File: src/sv/cumms_pkg.sv
// Package: shared types, constants and calendar helpers for the epoch converter.
`default_nettype none
package cumms_pkg;

  // Field widths
  localparam int FIELD_W  = 7;
  localparam int ACC_W    = 43;
  localparam int MILLIS_W = 42;
  localparam int MULT_W   = 10;
  localparam int ADD_W    = 17;

  // Year offsets counted from 1970
  localparam logic [7:0] CENTURY_OFFSET = 8'd30;   // 2000 - 1970
  localparam logic [7:0] Y2100_OFFSET   = 8'd130;  // 2100 - 1970
  localparam logic [6:0] Y2100_IN_CENT  = 7'd100;  // 2100 - 2000

  // Scale factors
  localparam logic [MULT_W-1:0] MUL_ONE    = 10'd1;
  localparam logic [MULT_W-1:0] MUL_HOURS  = 10'd24;
  localparam logic [MULT_W-1:0] MUL_SIXTY  = 10'd60;
  localparam logic [MULT_W-1:0] MUL_MILLIS = 10'd1000;

  localparam logic [ADD_W-1:0] DAYS_COMMON = 17'd365;
  localparam logic [ADD_W-1:0] DAYS_LEAP   = 17'd366;

  // Control for the shared multiply-accumulate unit
  typedef struct packed {
    logic                clear;
    logic                en;
    logic [MULT_W-1:0]   mult;
    logic [ADD_W-1:0]    addend;
  } mac_ctl_t;

  // Leap test for a year given as offset from 1970 (covers 1970..2199)
  function automatic logic leap_from_1970(input logic [7:0] k);
    leap_from_1970 = (k[1:0] == 2'd2) && (k != Y2100_OFFSET);
  endfunction

  // Leap test for a year given within the 2000 century (covers 2000..2127)
  function automatic logic leap_in_century(input logic [FIELD_W-1:0] y);
    leap_in_century = (y[1:0] == 2'd0) && (y != Y2100_IN_CENT);
  endfunction

  // Month length, with February stretched in leap years
  function automatic logic [4:0] month_days(input logic [3:0] m, input logic leap);
    case (m)
      4'd2:    month_days = leap ? 5'd29 : 5'd28;
      4'd4:    month_days = 5'd30;
      4'd6:    month_days = 5'd30;
      4'd9:    month_days = 5'd30;
      4'd11:   month_days = 5'd30;
      default: month_days = 5'd31;
    endcase
  endfunction

endpackage
`default_nettype wire

File: src/sv/cumms_if.sv
// Interfaces: clock reading request channel and epoch result channel.
`default_nettype none
interface cumms_stamp_if;
  logic                          valid;
  logic                          ready;
  logic [cumms_pkg::FIELD_W-1:0] year_in_century;
  logic [cumms_pkg::FIELD_W-1:0] month_number;
  logic [cumms_pkg::FIELD_W-1:0] day_of_month;
  logic [cumms_pkg::FIELD_W-1:0] hour_of_day;
  logic [cumms_pkg::FIELD_W-1:0] minute_of_hour;
  logic [cumms_pkg::FIELD_W-1:0] second_of_minute;

  modport source (
    output valid, year_in_century, month_number, day_of_month,
           hour_of_day, minute_of_hour, second_of_minute,
    input  ready
  );
  modport sink (
    input  valid, year_in_century, month_number, day_of_month,
           hour_of_day, minute_of_hour, second_of_minute,
    output ready
  );
endinterface

interface cumms_result_if;
  logic                           valid;
  logic                           ready;
  logic [cumms_pkg::MILLIS_W-1:0] epoch_millis;
  logic                           time_valid;

  modport source (output valid, epoch_millis, time_valid, input ready);
  modport sink   (input valid, epoch_millis, time_valid, output ready);
endinterface
`default_nettype wire

File: src/sv/cumms_mac.sv
// Shared multiply-accumulate unit: acc <= acc * mult + addend.
`default_nettype none
module cumms_mac (
  input  wire logic                        clk,
  input  wire cumms_pkg::mac_ctl_t         ctl,
  output logic [cumms_pkg::ACC_W-1:0]      acc
);

  logic [cumms_pkg::ACC_W+cumms_pkg::MULT_W-1:0] wide;

  // Scale and add in one step; real values stay within the accumulator
  assign wide = acc * ctl.mult
              + {{(cumms_pkg::ACC_W+cumms_pkg::MULT_W-cumms_pkg::ADD_W){1'b0}}, ctl.addend};

  // Hold, clear or advance the accumulator
  always_ff @(posedge clk) begin
    if (ctl.clear) begin
      acc <= '0;
    end else if (ctl.en) begin
      acc <= wide[cumms_pkg::ACC_W-1:0];
    end
  end

endmodule
`default_nettype wire

File: src/sv/calendar_to_unix_milliseconds.sv
// Top level: clock reading to Unix epoch milliseconds, sequenced over one shared MAC.
//
// Channel stamp carries one clock reading (two-digit year of the 2000
// century, month, day, hour, minute, second); channel result returns one
// item per request: epoch_millis and time_valid. Both use valid/ready.
// A request is taken only while the sequencer is idle. The sequencer
// walks the years one per cycle, then the months one per cycle, then
// five scale steps (day, x24 + hour, x60 + minute, x60 + second, x1000),
// all through one multiply-accumulate unit; a new request is not taken
// until the sequencer has handed over the last one. A rejected reading
// (month outside 1..12 or day zero) goes straight to the done state
// with zero and time_valid low. Results above 42 bits saturate to all ones.
// The result sits in an output register; a new request is taken while it
// waits, and the next result holds in the sequencer until the receiver
// takes the previous one. Synchronous reset returns to idle with no
// result pending.
`default_nettype none
module calendar_to_unix_milliseconds (
  input  wire logic       clk,
  input  wire logic       rst,
  cumms_stamp_if.sink     stamp,
  cumms_result_if.source  result
);

  localparam logic [2:0] S_IDLE  = 3'd0;
  localparam logic [2:0] S_YEAR  = 3'd1;
  localparam logic [2:0] S_MONTH = 3'd2;
  localparam logic [2:0] S_SCALE = 3'd3;
  localparam logic [2:0] S_DONE  = 3'd4;

  localparam logic [2:0] STEP_DAY    = 3'd0;
  localparam logic [2:0] STEP_HOUR   = 3'd1;
  localparam logic [2:0] STEP_MINUTE = 3'd2;
  localparam logic [2:0] STEP_SECOND = 3'd3;
  localparam logic [2:0] STEP_MILLIS = 3'd4;

  logic [2:0]                      state;
  logic [2:0]                      step;
  logic [7:0]                      year_cnt;
  logic [7:0]                      year_end;
  logic [3:0]                      month_cnt;
  logic                            ok;
  logic [cumms_pkg::FIELD_W-1:0]   yic;
  logic [cumms_pkg::FIELD_W-1:0]   mon;
  logic [cumms_pkg::FIELD_W-1:0]   day;
  logic [cumms_pkg::FIELD_W-1:0]   hr;
  logic [cumms_pkg::FIELD_W-1:0]   mi;
  logic [cumms_pkg::FIELD_W-1:0]   se;
  logic                            out_valid;
  logic [cumms_pkg::MILLIS_W-1:0]  out_millis;
  logic                            out_ok;

  cumms_pkg::mac_ctl_t             ctl;
  logic [cumms_pkg::ACC_W-1:0]     acc;
  logic                            take;
  logic                            bad;
  logic                            out_free;

  cumms_mac u_mac (
    .clk (clk),
    .ctl (ctl),
    .acc (acc)
  );

  assign stamp.ready = (state == S_IDLE);
  assign take        = stamp.valid && stamp.ready;
  assign bad         = (stamp.month_number == 7'd0) || (stamp.month_number > 7'd12)
                    || (stamp.day_of_month == 7'd0);
  assign out_free    = !out_valid || result.ready;

  // Drive the shared unit from the current sequencer step
  always_comb begin
    ctl.clear  = 1'b0;
    ctl.en     = 1'b0;
    ctl.mult   = cumms_pkg::MUL_ONE;
    ctl.addend = '0;
    case (state)
      S_IDLE: begin
        ctl.clear = take;
      end
      S_YEAR: begin
        ctl.en     = 1'b1;
        ctl.addend = cumms_pkg::leap_from_1970(year_cnt) ? cumms_pkg::DAYS_LEAP
                                                         : cumms_pkg::DAYS_COMMON;
      end
      S_MONTH: begin
        ctl.en     = (month_cnt != mon[3:0]);
        ctl.addend = {12'd0, cumms_pkg::month_days(month_cnt,
                                                   cumms_pkg::leap_in_century(yic))};
      end
      S_SCALE: begin
        ctl.en = 1'b1;
        case (step)
          STEP_DAY: begin
            ctl.addend = {10'd0, day - 7'd1};
          end
          STEP_HOUR: begin
            ctl.mult   = cumms_pkg::MUL_HOURS;
            ctl.addend = {10'd0, hr};
          end
          STEP_MINUTE: begin
            ctl.mult   = cumms_pkg::MUL_SIXTY;
            ctl.addend = {10'd0, mi};
          end
          STEP_SECOND: begin
            ctl.mult   = cumms_pkg::MUL_SIXTY;
            ctl.addend = {10'd0, se};
          end
          default: begin
            ctl.mult   = cumms_pkg::MUL_MILLIS;
          end
        endcase
      end
      default: begin
        ctl.en = 1'b0;
      end
    endcase
  end

  // Capture the request fields
  always_ff @(posedge clk) begin
    if (take) begin
      yic      <= stamp.year_in_century;
      mon      <= stamp.month_number;
      day      <= stamp.day_of_month;
      hr       <= stamp.hour_of_day;
      mi       <= stamp.minute_of_hour;
      se       <= stamp.second_of_minute;
      year_end <= {1'b0, stamp.year_in_century} + cumms_pkg::CENTURY_OFFSET;
    end
  end

  // Sequencer: years, months, scale steps (skipped for a rejected reading), then hand over the result
  always_ff @(posedge clk) begin
    if (rst) begin
      state     <= S_IDLE;
      step      <= STEP_DAY;
      year_cnt  <= '0;
      month_cnt <= 4'd1;
      ok        <= 1'b0;
    end else begin
      case (state)
        S_IDLE: begin
          if (take) begin
            year_cnt  <= '0;
            month_cnt <= 4'd1;
            step      <= STEP_DAY;
            ok        <= !bad;
            state     <= bad ? S_DONE : S_YEAR;
          end
        end
        S_YEAR: begin
          year_cnt <= year_cnt + 8'd1;
          if (year_cnt + 8'd1 == year_end) begin
            state <= S_MONTH;
          end
        end
        S_MONTH: begin
          if (month_cnt == mon[3:0]) begin
            state <= S_SCALE;
          end else begin
            month_cnt <= month_cnt + 4'd1;
          end
        end
        S_SCALE: begin
          step <= step + 3'd1;
          if (step == STEP_MILLIS) begin
            state <= S_DONE;
          end
        end
        S_DONE: begin
          if (out_free) begin
            state <= S_IDLE;
          end
        end
        default: begin
          state <= S_IDLE;
        end
      endcase
    end
  end

  // Output register: load when free, drop when taken
  always_ff @(posedge clk) begin
    if (rst) begin
      out_valid <= 1'b0;
    end else if (state == S_DONE && out_free) begin
      out_valid <= 1'b1;
    end else if (result.ready) begin
      out_valid <= 1'b0;
    end
  end

  always_ff @(posedge clk) begin
    if (state == S_DONE && out_free) begin
      out_ok <= ok;
      if (!ok) begin
        out_millis <= '0;
      end else if (acc[cumms_pkg::ACC_W-1]) begin
        out_millis <= '1;
      end else begin
        out_millis <= acc[cumms_pkg::MILLIS_W-1:0];
      end
    end
  end

  assign result.valid        = out_valid;
  assign result.epoch_millis = out_millis;
  assign result.time_valid   = out_ok;

endmodule
`default_nettype wire
File: src/flat_wrapper.sv
// flat-port wrapper written by rule: the top's interface ports become plain ports
module calendar_to_unix_milliseconds_flat 
  (clk, rst, stamp_valid, stamp_year_in_century, stamp_month_number, stamp_day_of_month, stamp_hour_of_day, stamp_minute_of_hour, stamp_second_of_minute, stamp_ready, result_valid, result_epoch_millis, result_time_valid, result_ready);
  cumms_stamp_if stamp_i ();
  cumms_result_if result_i ();
  input  wire logic clk;
  input  wire logic rst;
  input wire logic [$bits(stamp_i.valid)-1:0] stamp_valid;
  input wire logic [$bits(stamp_i.year_in_century)-1:0] stamp_year_in_century;
  input wire logic [$bits(stamp_i.month_number)-1:0] stamp_month_number;
  input wire logic [$bits(stamp_i.day_of_month)-1:0] stamp_day_of_month;
  input wire logic [$bits(stamp_i.hour_of_day)-1:0] stamp_hour_of_day;
  input wire logic [$bits(stamp_i.minute_of_hour)-1:0] stamp_minute_of_hour;
  input wire logic [$bits(stamp_i.second_of_minute)-1:0] stamp_second_of_minute;
  output wire logic [$bits(stamp_i.ready)-1:0] stamp_ready;
  output wire logic [$bits(result_i.valid)-1:0] result_valid;
  output wire logic [$bits(result_i.epoch_millis)-1:0] result_epoch_millis;
  output wire logic [$bits(result_i.time_valid)-1:0] result_time_valid;
  input wire logic [$bits(result_i.ready)-1:0] result_ready;
  assign stamp_i.valid = stamp_valid;
  assign stamp_i.year_in_century = stamp_year_in_century;
  assign stamp_i.month_number = stamp_month_number;
  assign stamp_i.day_of_month = stamp_day_of_month;
  assign stamp_i.hour_of_day = stamp_hour_of_day;
  assign stamp_i.minute_of_hour = stamp_minute_of_hour;
  assign stamp_i.second_of_minute = stamp_second_of_minute;
  assign stamp_ready = stamp_i.ready;
  assign result_valid = result_i.valid;
  assign result_epoch_millis = result_i.epoch_millis;
  assign result_time_valid = result_i.time_valid;
  assign result_i.ready = result_ready;
  calendar_to_unix_milliseconds u_core (.clk(clk), .rst(rst), .stamp(stamp_i), .result(result_i));
endmodule
File: config.mk
export PLATFORM = sky130hd
export DESIGN_NAME = calendar_to_unix_milliseconds_flat
export DESIGN_NICKNAME = d
export VERILOG_FILES = /design/src/sv/cumms_pkg.sv /design/src/sv/cumms_if.sv /design/src/sv/cumms_mac.sv /design/src/sv/calendar_to_unix_milliseconds.sv /design/src/flat_wrapper.sv
export SDC_FILE = /design/constraint.sdc
export NUM_CORES = 1
export LEC_CHECK = 0
export BUFFER_PORTS_ARGS = -buffer_cell sky130_fd_sc_hd__buf_2
export CAP_MARGIN = 20
export CELL_PAD_IN_SITES_DETAIL_PLACEMENT = 0
export CELL_PAD_IN_SITES_GLOBAL_PLACEMENT = 1
export CORE_MARGIN = 4
export CORE_UTILIZATION = 40
export CTS_BUF_LIST = sky130_fd_sc_hd__clkbuf_4 sky130_fd_sc_hd__clkbuf_8 sky130_fd_sc_hd__clkbuf_16
export DETAILED_ROUTE_END_ITERATION = 8
export PLACE_DENSITY = 0.69
export SLEW_MARGIN = 20
export SYNTH_ARGS = -nofsm -noshare
export SYNTH_HDL_FRONTEND = slang
export SYNTH_SLANG_ARGS = --single-unit
File: constraint.sdc
create_clock -name clk -period 8.05 [get_ports clk]
set_clock_uncertainty 0.1 [all_clocks]
set_input_delay 1.61 -clock clk [delete_from_list [all_inputs] [get_ports clk]]
set_output_delay 1.61 -clock clk [all_outputs]
set_load 0.01 [all_outputs]
==> results_dict.tcl, run 1 <==
set metrics [dict create \
    status "completed" \
    antenna_found_initial 0 \
    setup_violations 0 \
    cp_slowest_cell "fa_1" \
    cts_max_level 4 \
    wire_per_inst_um 17.1 \
    path_delay_family "adder cells" \
    totalWireLength_mm 44.1 \
    crit_path_end_kind "flip-flop" \
    critPathRequiredTime_ns 8.29 \
    tns_ns 0 \
    first_iter_violations 734 \
    p_leak_nw 9.41 \
    whs_ns 0.414 \
    min_path_type "flip-flop to flip-flop" \
    synthFlopType "edfxtp_1" \
    synth-edff-count 89 \
    ir_worst_vdd_mv 0.176 \
    grt_max_degree 80 \
    cp_slowest_stage_delay_ns 0.56 \
    crit_path_max_fanout 24 \
    cap_violations 0 \
    finalNonFillerCells 2580 \
    finalWorstSetupSlack_ns 0.572 \
    critPathKind "flip-flop to flip-flop" \
    num_vias 13189 \
    final_cell_mix "inv_1, fa_1, nand2_1, ha_1, and2_1" \
    slew_headroom_pct 27.6 \
    core-area_um2 44100 \
    ios 91 \
    fin_crit_ns 7.48 \
    antenna_left 0 \
    die_w_um 219 \
    finalHoldViolCount 0 \
    die-area_um2 48000 \
    hpwl_mm 33.2 \
    cts_tree "done" \
    nets 2402 \
    area_delta_synth_final_pct 8.84 \
    yosys_warnings 0 \
    timing.fmax_mhz 134 \
    io_buffer_count 90 \
    drive_gt1_share_pct 8.40 \
    dpl_worst_slack_ns 0.668 \
    cpMostUsedCell "fa_1" \
    fp-row-count 77 \
    rsz0062_at_grt "no" \
    clk_pin_slew_ns 0.08 \
    cts_setup_buffers 0 \
    ctsHoldBuffers 0 \
    syn_area_um2 17800 \
    grt_remaining_overflow 0 \
    clock_latency_ns 0.48 \
    power.density_nw_per_um2 159 \
    layout_commonest_cell "inv_1" \
    post-route-util_pct 44.0 \
    crit_arrival_ns 7.72 \
    syn_avg_cell_area_um2 9.12 \
    dp.cells 2547 \
    cts_buffers 17 \
    final_max_slew_viol_count 0 \
    vias_per_cell 5.11 \
    synth_fp_nets 2382 \
    firstDrtPassIters 7 \
    clock_path_buffers 2 \
    yosysSeqAreaShare_pct 22.1 \
    cts.sinks 152 \
    grt_pass1_vias 14061 \
    startpoint_type "flip-flop" \
    groute.usage.overall_pct 19.5 \
    initial_core_util_pct 40.4 \
    worstMarginPinSlew_ns 1.09 \
    finalCritPeriodShare_pct 92.9 \
    synth-async-reset-ratio_pct 0 \
    ys_ff_latch 152 \
    place_congestion 0.832 \
    die_h_um 219 \
    netlist_instances 1954 \
    ys_types 64 \
    drc 0 \
    root_buffer "clkbuf_16" \
    grt_pass1_wl_mm 74.0 \
    cts_resized 0 \
    cp_num_buf_inv 5 \
]
## synth_stat cells, types with 3 or more instances
cell	instances	share of area (%)
a211o_1	3	0.15
a211oi_1	15	0.63
a21o_1	13	0.55
a21oi_1	90	2.5
a222oi_1	6	0.34
a22oi_1	4	0.17
a31o_2	6	0.29
a31oi_1	12	0.42
and2_1	108	3.8
and3_1	11	0.39
buf_1	5	0.11
buf_2	3	0.084
clkbuf_1	96	2.0
dfxtp_1	63	7.1
edfxtp_1	89	15
fa_1	229	26
ha_1	153	11
inv_1	336	7.1
mux2i_1	4	0.22
nand2_1	210	4.4
nand2b_1	9	0.32
nand3_1	27	0.76
nand4_1	10	0.35
nand4b_1	3	0.15
nor2_1	83	1.7
nor2b_1	48	1.7
nor3_1	24	0.67
nor3b_1	6	0.25
nor4_1	5	0.18
nor4b_1	4	0.20
o211ai_1	6	0.25
o21a_1	46	1.9
o21ai_0	66	1.9
o21bai_1	13	0.55
o31ai_1	7	0.29
o41ai_1	4	0.20
or2_2	5	0.18
or3_1	3	0.11
or4_1	3	0.13
xnor2_1	45	2.2
xor2_1	46	2.3
## final timing paths
path                  startpoint                    to  slack [ns]  cells after the start
setup / recovery  u_core.step[0]  u_core.u_mac.acc[29]        0.57                     25
hold reg to reg   u_core.step[1]        u_core.step[1]        0.41                      2
hold / removal    u_core.step[1]        u_core.step[1]        0.41                      2
setup reg to reg  u_core.step[0]  u_core.u_mac.acc[29]        0.57                     25
## worst reg2reg max path: stages, from the launching register on
cell      delay, ns
dfxtp_1        0.33
inv_1          0.13
ha_1           0.26
nor2b_1        0.42
o21a_1         0.19
nand2b_1       0.12
buf_4          0.32
nand2_1        0.15
fa_1           0.55
inv_1          0.06
fa_1           0.56
fa_1           0.45
fa_1           0.50
inv_1          0.05
fa_1           0.48
inv_1          0.04
ha_1           0.33
a21oi_1        0.18
o21ai_0        0.11
a221o_1        0.35
a21oi_1        0.37
a31oi_1        0.20
o31a_1         0.36
o41ai_1        0.40
xor2_1         0.26
o21ai_0        0.10
## layout make-up
type,count,area [um^2]
diodes,1,2.50
repair buffers,110,613
well taps,592,741
fillers,4434,24700
multi-input cells,1357,12200
clock inverters,15,183
clock buffers,17,425
flip-flops and latches,152,3940
inverters,336,1260
## metal layers
layer	track usage [%]	wire (um)	vias to the layer above
li1	-	-	6308
met1	25.8	19700	6600
met2	33.7	21900	244
met3	2.91	1720	37
met4	4.97	735	0
met5	0	0	-
## where the power goes
part	switching (mW)	internal (mW)	leakage, nW
Clock	0.428	0.419	0.296
Combinational	0.626	0.347	7.75
Sequential	0.218	1.04	1.36
## metrics by stage
| step | power [mW] | cell area (um^2) |
|---|---|---|
| floorplan | 1.90 | 17800 |
| global placement | 2.25 | 18800 |
| detailed placement | 2.26 | 18800 |
| CTS | 3.13 | 19400 |
| global route | 3.30 | 19400 |
| finish | 3.08 | 19400 |
## flip-flops by register name, indices dropped and copies added, names as in the netlist, 7 cells and up
name and flops:
u_core.yic 7, u_core.hr 7, u_core.day 7, u_core.year_cnt 8
u_core.se 7, u_core.result.epoch_millis 42, u_core.year_end 7, u_core.mi 7
u_core.u_mac.acc 43
## kinds of logic after synthesis
family                   count (synthesis)  share of synthesized area, %
AO/OA/AOI/OAI                          309                          11.1
flip-flops                             152                          22.1
buffers and inverters                  445                          9.51
XOR/XNOR                                94                          4.86
multiplexers                             4                         0.225
adder cells (fa/ha/maj)                384                          36.6
AND/OR/NAND/NOR                        566                          15.7
(Power assumes the default switching activity.)
==> run 2: changes to the inputs <==
--- a/config.mk
+++ b/config.mk
@@ -5,7 +5,7 @@
 export SDC_FILE = /design/constraint.sdc
 export NUM_CORES = 1
 export LEC_CHECK = 0
-export BUFFER_PORTS_ARGS = -buffer_cell sky130_fd_sc_hd__buf_2
+export BUFFER_PORTS_ARGS = -buffer_cell sky130_fd_sc_hd__clkbuf_2
 export CAP_MARGIN = 20
 export CELL_PAD_IN_SITES_DETAIL_PLACEMENT = 0
 export CELL_PAD_IN_SITES_GLOBAL_PLACEMENT = 1
==> run 2 against run 1 <==
  * Design area barely moved
  * Via count shrank 0.19%
  * Die area is the same
  * Non-clock buffer count stayed put
  * Sequential power is essentially flat
  * First-iteration DRC count is 0.54% higher
  * Combinational power shrank 0.5%
  * Clock power shrank 0.8%
  * Critical path depth stayed put
  * Maximum frequency is 0.62% higher
  * Count of clock-buffer cells in the layout stayed put
  * Largest power group unchanged
==> results_dict.tcl, run 2 (synthesis results as in run 1) <==
set metrics [dict create \
    status "completed" \
    combPwrFrac_pct 31.5 \
    antenna_left 0 \
    initial_core_util_pct 40.4 \
    ctsHoldBuffers 0 \
    antenna_found_initial 0 \
    r2r_slack_ns 0.62 \
    crit_arrival_ns 7.74 \
    grt_remaining_overflow 0 \
    dpl_worst_slack_ns 0.659 \
    p_leak_nw 9.41 \
    p_clk_share_pct 27.4 \
    clock_path_buffers 2 \
    cts_resized 0 \
    area_delta_synth_final_pct 8.73 \
    regArea_um2 3940 \
    vias_per_cell 5.10 \
    drive_gt1_share_pct 8.40 \
    wire_per_inst_um 17.0 \
    groute.usage.overall_pct 19.6 \
    cp_slowest_cell "fa_1" \
    ios 91 \
    drc 0 \
    hold_start "u_core.step[1]" \
    cap_violations 0 \
    crit_path_end_kind "flip-flop" \
    whs_path_depth 2 \
    cts_buffers 17 \
    cp_slowest_stage_delay_ns 0.56 \
    multiInputGateArea_um2 12200 \
    clk_pin_slew_ns 0.08 \
    clock_latency_ns 0.49 \
    r2r_end "u_core.u_mac.acc[39]" \
    final_max_slew_viol_count 0 \
    cpMostUsedCell "fa_1" \
    timing.fmax_mhz 135 \
    crit_path_max_fanout 23 \
    firstDrtPassIters 5 \
    r2r-start "u_core.step[0]" \
    totalWireLength_mm 44.0 \
    critPathKind "flip-flop to flip-flop" \
    power_frac_seq_pct 41.1 \
    min_path_type "flip-flop to flip-flop" \
    swShare_pct 41.2 \
    fill_cells 4421 \
    reg2reg_depth 25 \
    finalCritPeriodShare_pct 92.3 \
    grt_pass1_wl_mm 74.6 \
    power.density_nw_per_um2 158 \
    die_h_um 219 \
    core-area_um2 44100 \
    tns_ns 0 \
    finalHoldViolCount 0 \
    regMostFlops "u_core.u_mac.acc" \
    worstMarginPinSlew_ns 1.14 \
    final_cell_mix "inv_1, fa_1, nand2_1, ha_1, and2_1" \
    cts_tree "done" \
    num_vias 13164 \
    ir_worst_vdd_mv 0.200 \
    fin_crit_ns 7.43 \
    place_congestion 0.840 \
    cts_setup_buffers 0 \
    die_w_um 219 \
    rsz0062_at_grt "no" \
    finalWorstSetupSlack_ns 0.618 \
    grt_max_degree 70 \
    hpwl_mm 33.0 \
    die-area_um2 48000 \
    startpoint_type "flip-flop" \
    setup_violations 0 \
    root_buffer "clkbuf_16" \
    layout_commonest_cell "inv_1" \
    slew_headroom_pct 23.8 \
    first_iter_violations 738 \
    power.switching_mw 1.27 \
    min_to "u_core.step[1]" \
    intPower_mw 1.80 \
    nets 2402 \
    fp-row-count 77 \
    whs_ns 0.424 \
    largest_register_ffs 43 \
    cts_max_level 4 \
    cts.sinks 152 \
    critPathRequiredTime_ns 8.36 \
    grt_pass1_vias 14164 \
    io_buffer_count 90 \
]
==> run 2: cell count changes in the layout (fill, tap and decap cells not counted) <==
cell        previous run  this run
buf_2                 90         0
clkbuf_2               0        90
a21oi_2                0         1
a21oi_4                2         1
clkinv_4               3         2
clkinv_8               6         5
clkinvlp_4             0         1
dfxtp_2                1         2
dfxtp_4                1         0
inv_6                  1         2
==> run 2: routing by layer <==
metal / wire (um) / vias up / track usage, %
met5: 0 / - / 0
met4: 831 / 0 / 5.44
met3: 1610 / 46 / 3.05
met2: 21600 / 235 / 33.7
met1: 20000 / 6571 / 25.8
li1: - / 6312 / -
==> run 2: layout make-up <==
class | instances | area share [%]
Clock buffer | 17 | 2.20
Multi-Input combinational cell | 1357 | 63.1
Inverter | 336 | 6.52
Clock inverter | 15 | 0.898
Antenna cell | 1 | 0.0129
Sequential cell | 152 | 20.3
Timing Repair Buffer | 110 | 3.16
Tap cell | 592 | 3.82
==> run 2: worst max path at each step <==
stage | startpoint | endpoint
global route | u_core.step[0] | u_core.u_mac.acc[39]
global placement | u_core.step[0] | u_core.u_mac.acc[39]
CTS | u_core.step[0] | u_core.u_mac.acc[39]
detailed placement | u_core.step[0] | u_core.u_mac.acc[39]
floorplan | u_core.step[2] | u_core.u_mac.acc[29]
finish | u_core.step[0] | u_core.u_mac.acc[39]
==> run 2: worst max-delay path, delay by kind of cell (launching register included) <==
family | cells | cell delay [ns]
compound gates | 7 | 1.97
fa+ha+maj | 7 | 3.16
buf+inv | 5 | 0.58
flops | 1 | 0.33
simple gates | 6 | 1.19
==> run 2: power by group through the flow <==
stage / combinational, mW / sequential, mW / clock (mW)
floorplan: 0.742 / 1.16 / 0
global placement: 0.965 / 1.28 / 0
detailed placement: 0.981 / 1.28 / 0
CTS: 0.985 / 1.27 / 0.867
global route: 1.11 / 1.29 / 0.893
finish: 0.968 / 1.26 / 0.840
==> run 2: through the flow <==
| stage | power, mW | instances | instance area [um^2] | util, % |
|---|---|---|---|---|
| after floorplan | 1.90 | 1954 | 17800 | - |
| after global routing | 3.30 | 2579 | 19400 | 43.9 |
| after detailed placement | 2.27 | 2547 | 18800 | 42.5 |
| after CTS | 3.12 | 2579 | 19400 | 43.9 |
| final | 3.07 | 2580 | 19400 | 43.9 |
| after global placement | 2.24 | 2547 | 18800 | 42.5 |
==> run 3: changes to the inputs <==
--- a/config.mk
+++ b/config.mk
@@ -5,6 +5,7 @@
 export SDC_FILE = /design/constraint.sdc
 export NUM_CORES = 1
 export LEC_CHECK = 0
+export ABC_AREA = 1
 export BUFFER_PORTS_ARGS = -buffer_cell sky130_fd_sc_hd__clkbuf_2
 export CAP_MARGIN = 20
 export CELL_PAD_IN_SITES_DETAIL_PLACEMENT = 0
@@ -13,7 +14,7 @@
 export CORE_UTILIZATION = 40
 export CTS_BUF_LIST = sky130_fd_sc_hd__clkbuf_4 sky130_fd_sc_hd__clkbuf_8 sky130_fd_sc_hd__clkbuf_16
 export DETAILED_ROUTE_END_ITERATION = 8
-export PLACE_DENSITY = 0.69
+export PLACE_DENSITY = 0.7
 export SLEW_MARGIN = 20
 export SYNTH_ARGS = -nofsm -noshare
 export SYNTH_HDL_FRONTEND = slang
==> constraint.sdc (replaced) <==
create_clock -name clk -period 8 [get_ports clk]
set_clock_uncertainty 0.1 [all_clocks]
set_input_delay 1.6 -clock clk [delete_from_list [all_inputs] [get_ports clk]]
set_output_delay 1.6 -clock clk [all_outputs]
set_load 0.01 [all_outputs]
==> run 3 against run 2 <==
  * Worst hold slack lost 0.061 ns
  * Synthesized cell count grew 15%
  * Register-to-register slack lost 0.02 ns
  * First-iteration DRC count grew 19%
  * Count of clock-buffer cells in the layout is the same
  * Highest routed layer unchanged
==> results_dict.tcl, run 3 <==
set metrics [dict create \
    status "completed" \
    drive_gt1_share_pct 8.43 \
    final_max_slew_viol_count 0 \
    dp.cells 2898 \
    first_iter_violations 878 \
    tns_ns 0 \
    grt_remaining_overflow 0 \
    antenna_found_initial 1 \
    ios 91 \
    cts_setup_buffers 0 \
    syn_area_um2 18200 \
    root_buffer "clkbuf_16" \
    diodes 0 \
    cts_tree "done" \
    rsz0062_at_grt "no" \
    regMostFlops "u_core.u_mac.acc" \
    die_h_um 221 \
    hpwl_mm 41.7 \
    synth_commonest_cells "inv_1, nand2_1, nor2_1" \
    area_delta_synth_final_pct 9.53 \
    fp-row-count 77 \
    yosysTopAreaCell "fa_1" \
    finalHoldViolCount 0 \
    totalWireLength_mm 51.8 \
    core-area_um2 44600 \
    fill_cells 4528 \
    yosysMostFrequentCell "inv_1" \
    clock_path_buffers 2 \
    p_leak_nw 10.1 \
    drc 0 \
    worstMarginPinSlew_ns 1.00 \
    cp_slowest_stage_delay_ns 0.55 \
    multiInputGateArea_um2 12000 \
    finalCritPeriodShare_pct 92.5 \
    power.density_nw_per_um2 212 \
    antenna_left 0 \
    min_path_type "flip-flop to flip-flop" \
    netlist_instances 2249 \
    muxShareOfSynthArea_pct 0 \
    finalPower_mw 4.23 \
    die_w_um 221 \
    cts.sinks 152 \
    regArea_um2 3930 \
    wire_per_inst_um 17.7 \
    p_clk_share_pct 21.1 \
    cts_buffers 17 \
    power.switching_mw 2.03 \
    combPwrFrac_pct 47.9 \
    yosys.area.top_type_share_pct 25.1 \
    clock_latency_ns 0.50 \
    firstDrtPassIters 5 \
    yosys_warnings 0 \
    die-area_um2 49100 \
    dpl_worst_slack_ns 0.759 \
    intPower_mw 2.20 \
    cpMostUsedCell "inv_1" \
    timing.fmax_mhz 135 \
    syn_avg_cell_area_um2 8.11 \
    crit_arrival_ns 7.68 \
    groute.usage.overall_pct 21.7 \
    ys_types 49 \
    slew_headroom_pct 33.3 \
    grt_pass1_wl_mm 84.0 \
    finalWorstSetupSlack_ns 0.603 \
    io_buffer_count 90 \
    power_frac_seq_pct 31.0 \
    final_cell_mix "inv_1, nand2_1, nor2_1, fa_1, ha_1" \
    synth_xor_area_share_pct 2.93 \
    startpoint_type "flip-flop" \
    ctsHoldBuffers 0 \
    ir_worst_vdd_mv 0.154 \
    grt_pass1_vias 15216 \
    synth_area_leaders "fa_1, edfxtp_1, inv_1" \
    crit_path_max_fanout 24 \
    clk_pin_slew_ns 0.07 \
    finalNonFillerCells 2930 \
    setup_violations 0 \
    grt_max_degree 57 \
    crit_path_end_kind "flip-flop" \
    yosysSeqAreaShare_pct 21.6 \
    synthAdderAreaFrac_pct 35.7 \
    synth_compound_area_share_pct 9.79 \
    critPathKind "flip-flop to flip-flop" \
    synth-simple-area-share_pct 17.5 \
    fin_crit_ns 7.40 \
    vias_per_cell 5.01 \
    synthFlopType "edfxtp_1" \
    cp_slowest_cell "fa_1" \
    synth-edff-count 89 \
    cts_resized 0 \
    swShare_pct 48.0 \
    place_congestion 0.916 \
    synth_fp_nets 2677 \
    initial_core_util_pct 40.9 \
    synth_top_family_by_area "adder cells" \
    whs_ns 0.363 \
    num_vias 14679 \
    largest_register_ffs 43 \
    cap_violations 0 \
    cts_max_level 4 \
    ys_ff_latch 152 \
    nets 2753 \
    layout_commonest_cell "inv_1" \
    critPathRequiredTime_ns 8.28 \
    synth-async-reset-ratio_pct 0 \
]
run 3: cell types whose count changed after synthesis, sizes merged, moves of 14 or more:
| cell | before | now |
|---|---|---|
| o211ai | 6 | 20 |
| a21oi | 90 | 141 |
| nand3 | 27 | 89 |
| and2 | 108 | 0 |
| xnor2 | 45 | 25 |
| nor2 | 83 | 276 |
| o21ai | 67 | 89 |
| o21a | 46 | 1 |
| clkbuf | 98 | 30 |
| nand2 | 210 | 335 |
| inv | 336 | 539 |
| nor2b | 48 | 0 |
run 3: cell families (layout without fill, tap and decap cells):
group           after synthesis  after routing
flops                       152            152
xor+xnor                     61             61
fa+ha+maj                   382            382
simple gates                750            750
compound gates              310            310
buf+inv                     594            683
run 3: critical path: cells and delay by family, from the launching register on:
family | cells | cell delay, ns
simple gates | 10 | 1.66
buf+inv | 9 | 1.45
compound gates | 2 | 0.47
fa+ha+maj | 7 | 3.26
flops | 1 | 0.34
run 3: area by class of cell:
cell class                 instances  area share (%)
clock inverter                    15            1.12
inverter                         543            10.2
multi-input combinational       1503            60.2
timing repair buffer             108            2.93
clock buffer                      17            2.13
tap                              592            3.71
sequential                       152            19.7
run 3: routing by layer:
| layer | global-route usage (%) | wire length [um] | up-vias | part of all wire [%] |
|---|---|---|---|---|
| met5 | 0 | 0 | - | 0 |
| met4 | 5.52 | 926 | 0 | 1.8 |
| met3 | 4.11 | 2430 | 57 | 4.7 |
| met2 | 36.2 | 24800 | 316 | 48 |
| met1 | 29.5 | 23700 | 7170 | 46 |
| li1 | - | - | 7136 | - |
run 3: power groups by stage:
stage | clock network, mW | logic (mW) | registers, mW
floorplan | 0 | 1.38 | 1.29
global placement | 0 | 2.03 | 1.33
detailed placement | 0 | 2.04 | 1.33
CTS | 0.926 | 2.06 | 1.31
global route | 0.954 | 2.33 | 1.34
finish | 0.895 | 2.03 | 1.31
run 3: metrics by stage:
| stage | utilization (%) | area, um^2 |
|---|---|---|
| floorplan | - | 18200 |
| global placement | 43.3 | 19300 |
| finish | 44.8 | 20000 |
| detailed placement | 43.3 | 19300 |
| CTS | 44.8 | 20000 |
| global route | 44.8 | 20000 |
run 3: path summary, 6_finish.rpt:
| path | from | to | slack [ns] | cells after the start |
|---|---|---|---|---|
| max | u_core.step[2] | u_core.u_mac.acc[33] | 0.60 | 28 |
| min | u_core.ok | u_core.result.time_valid | 0.36 | 0 |
| max reg2reg | u_core.step[2] | u_core.u_mac.acc[33] | 0.60 | 28 |
| min reg2reg | u_core.ok | u_core.result.time_valid | 0.36 | 0 |
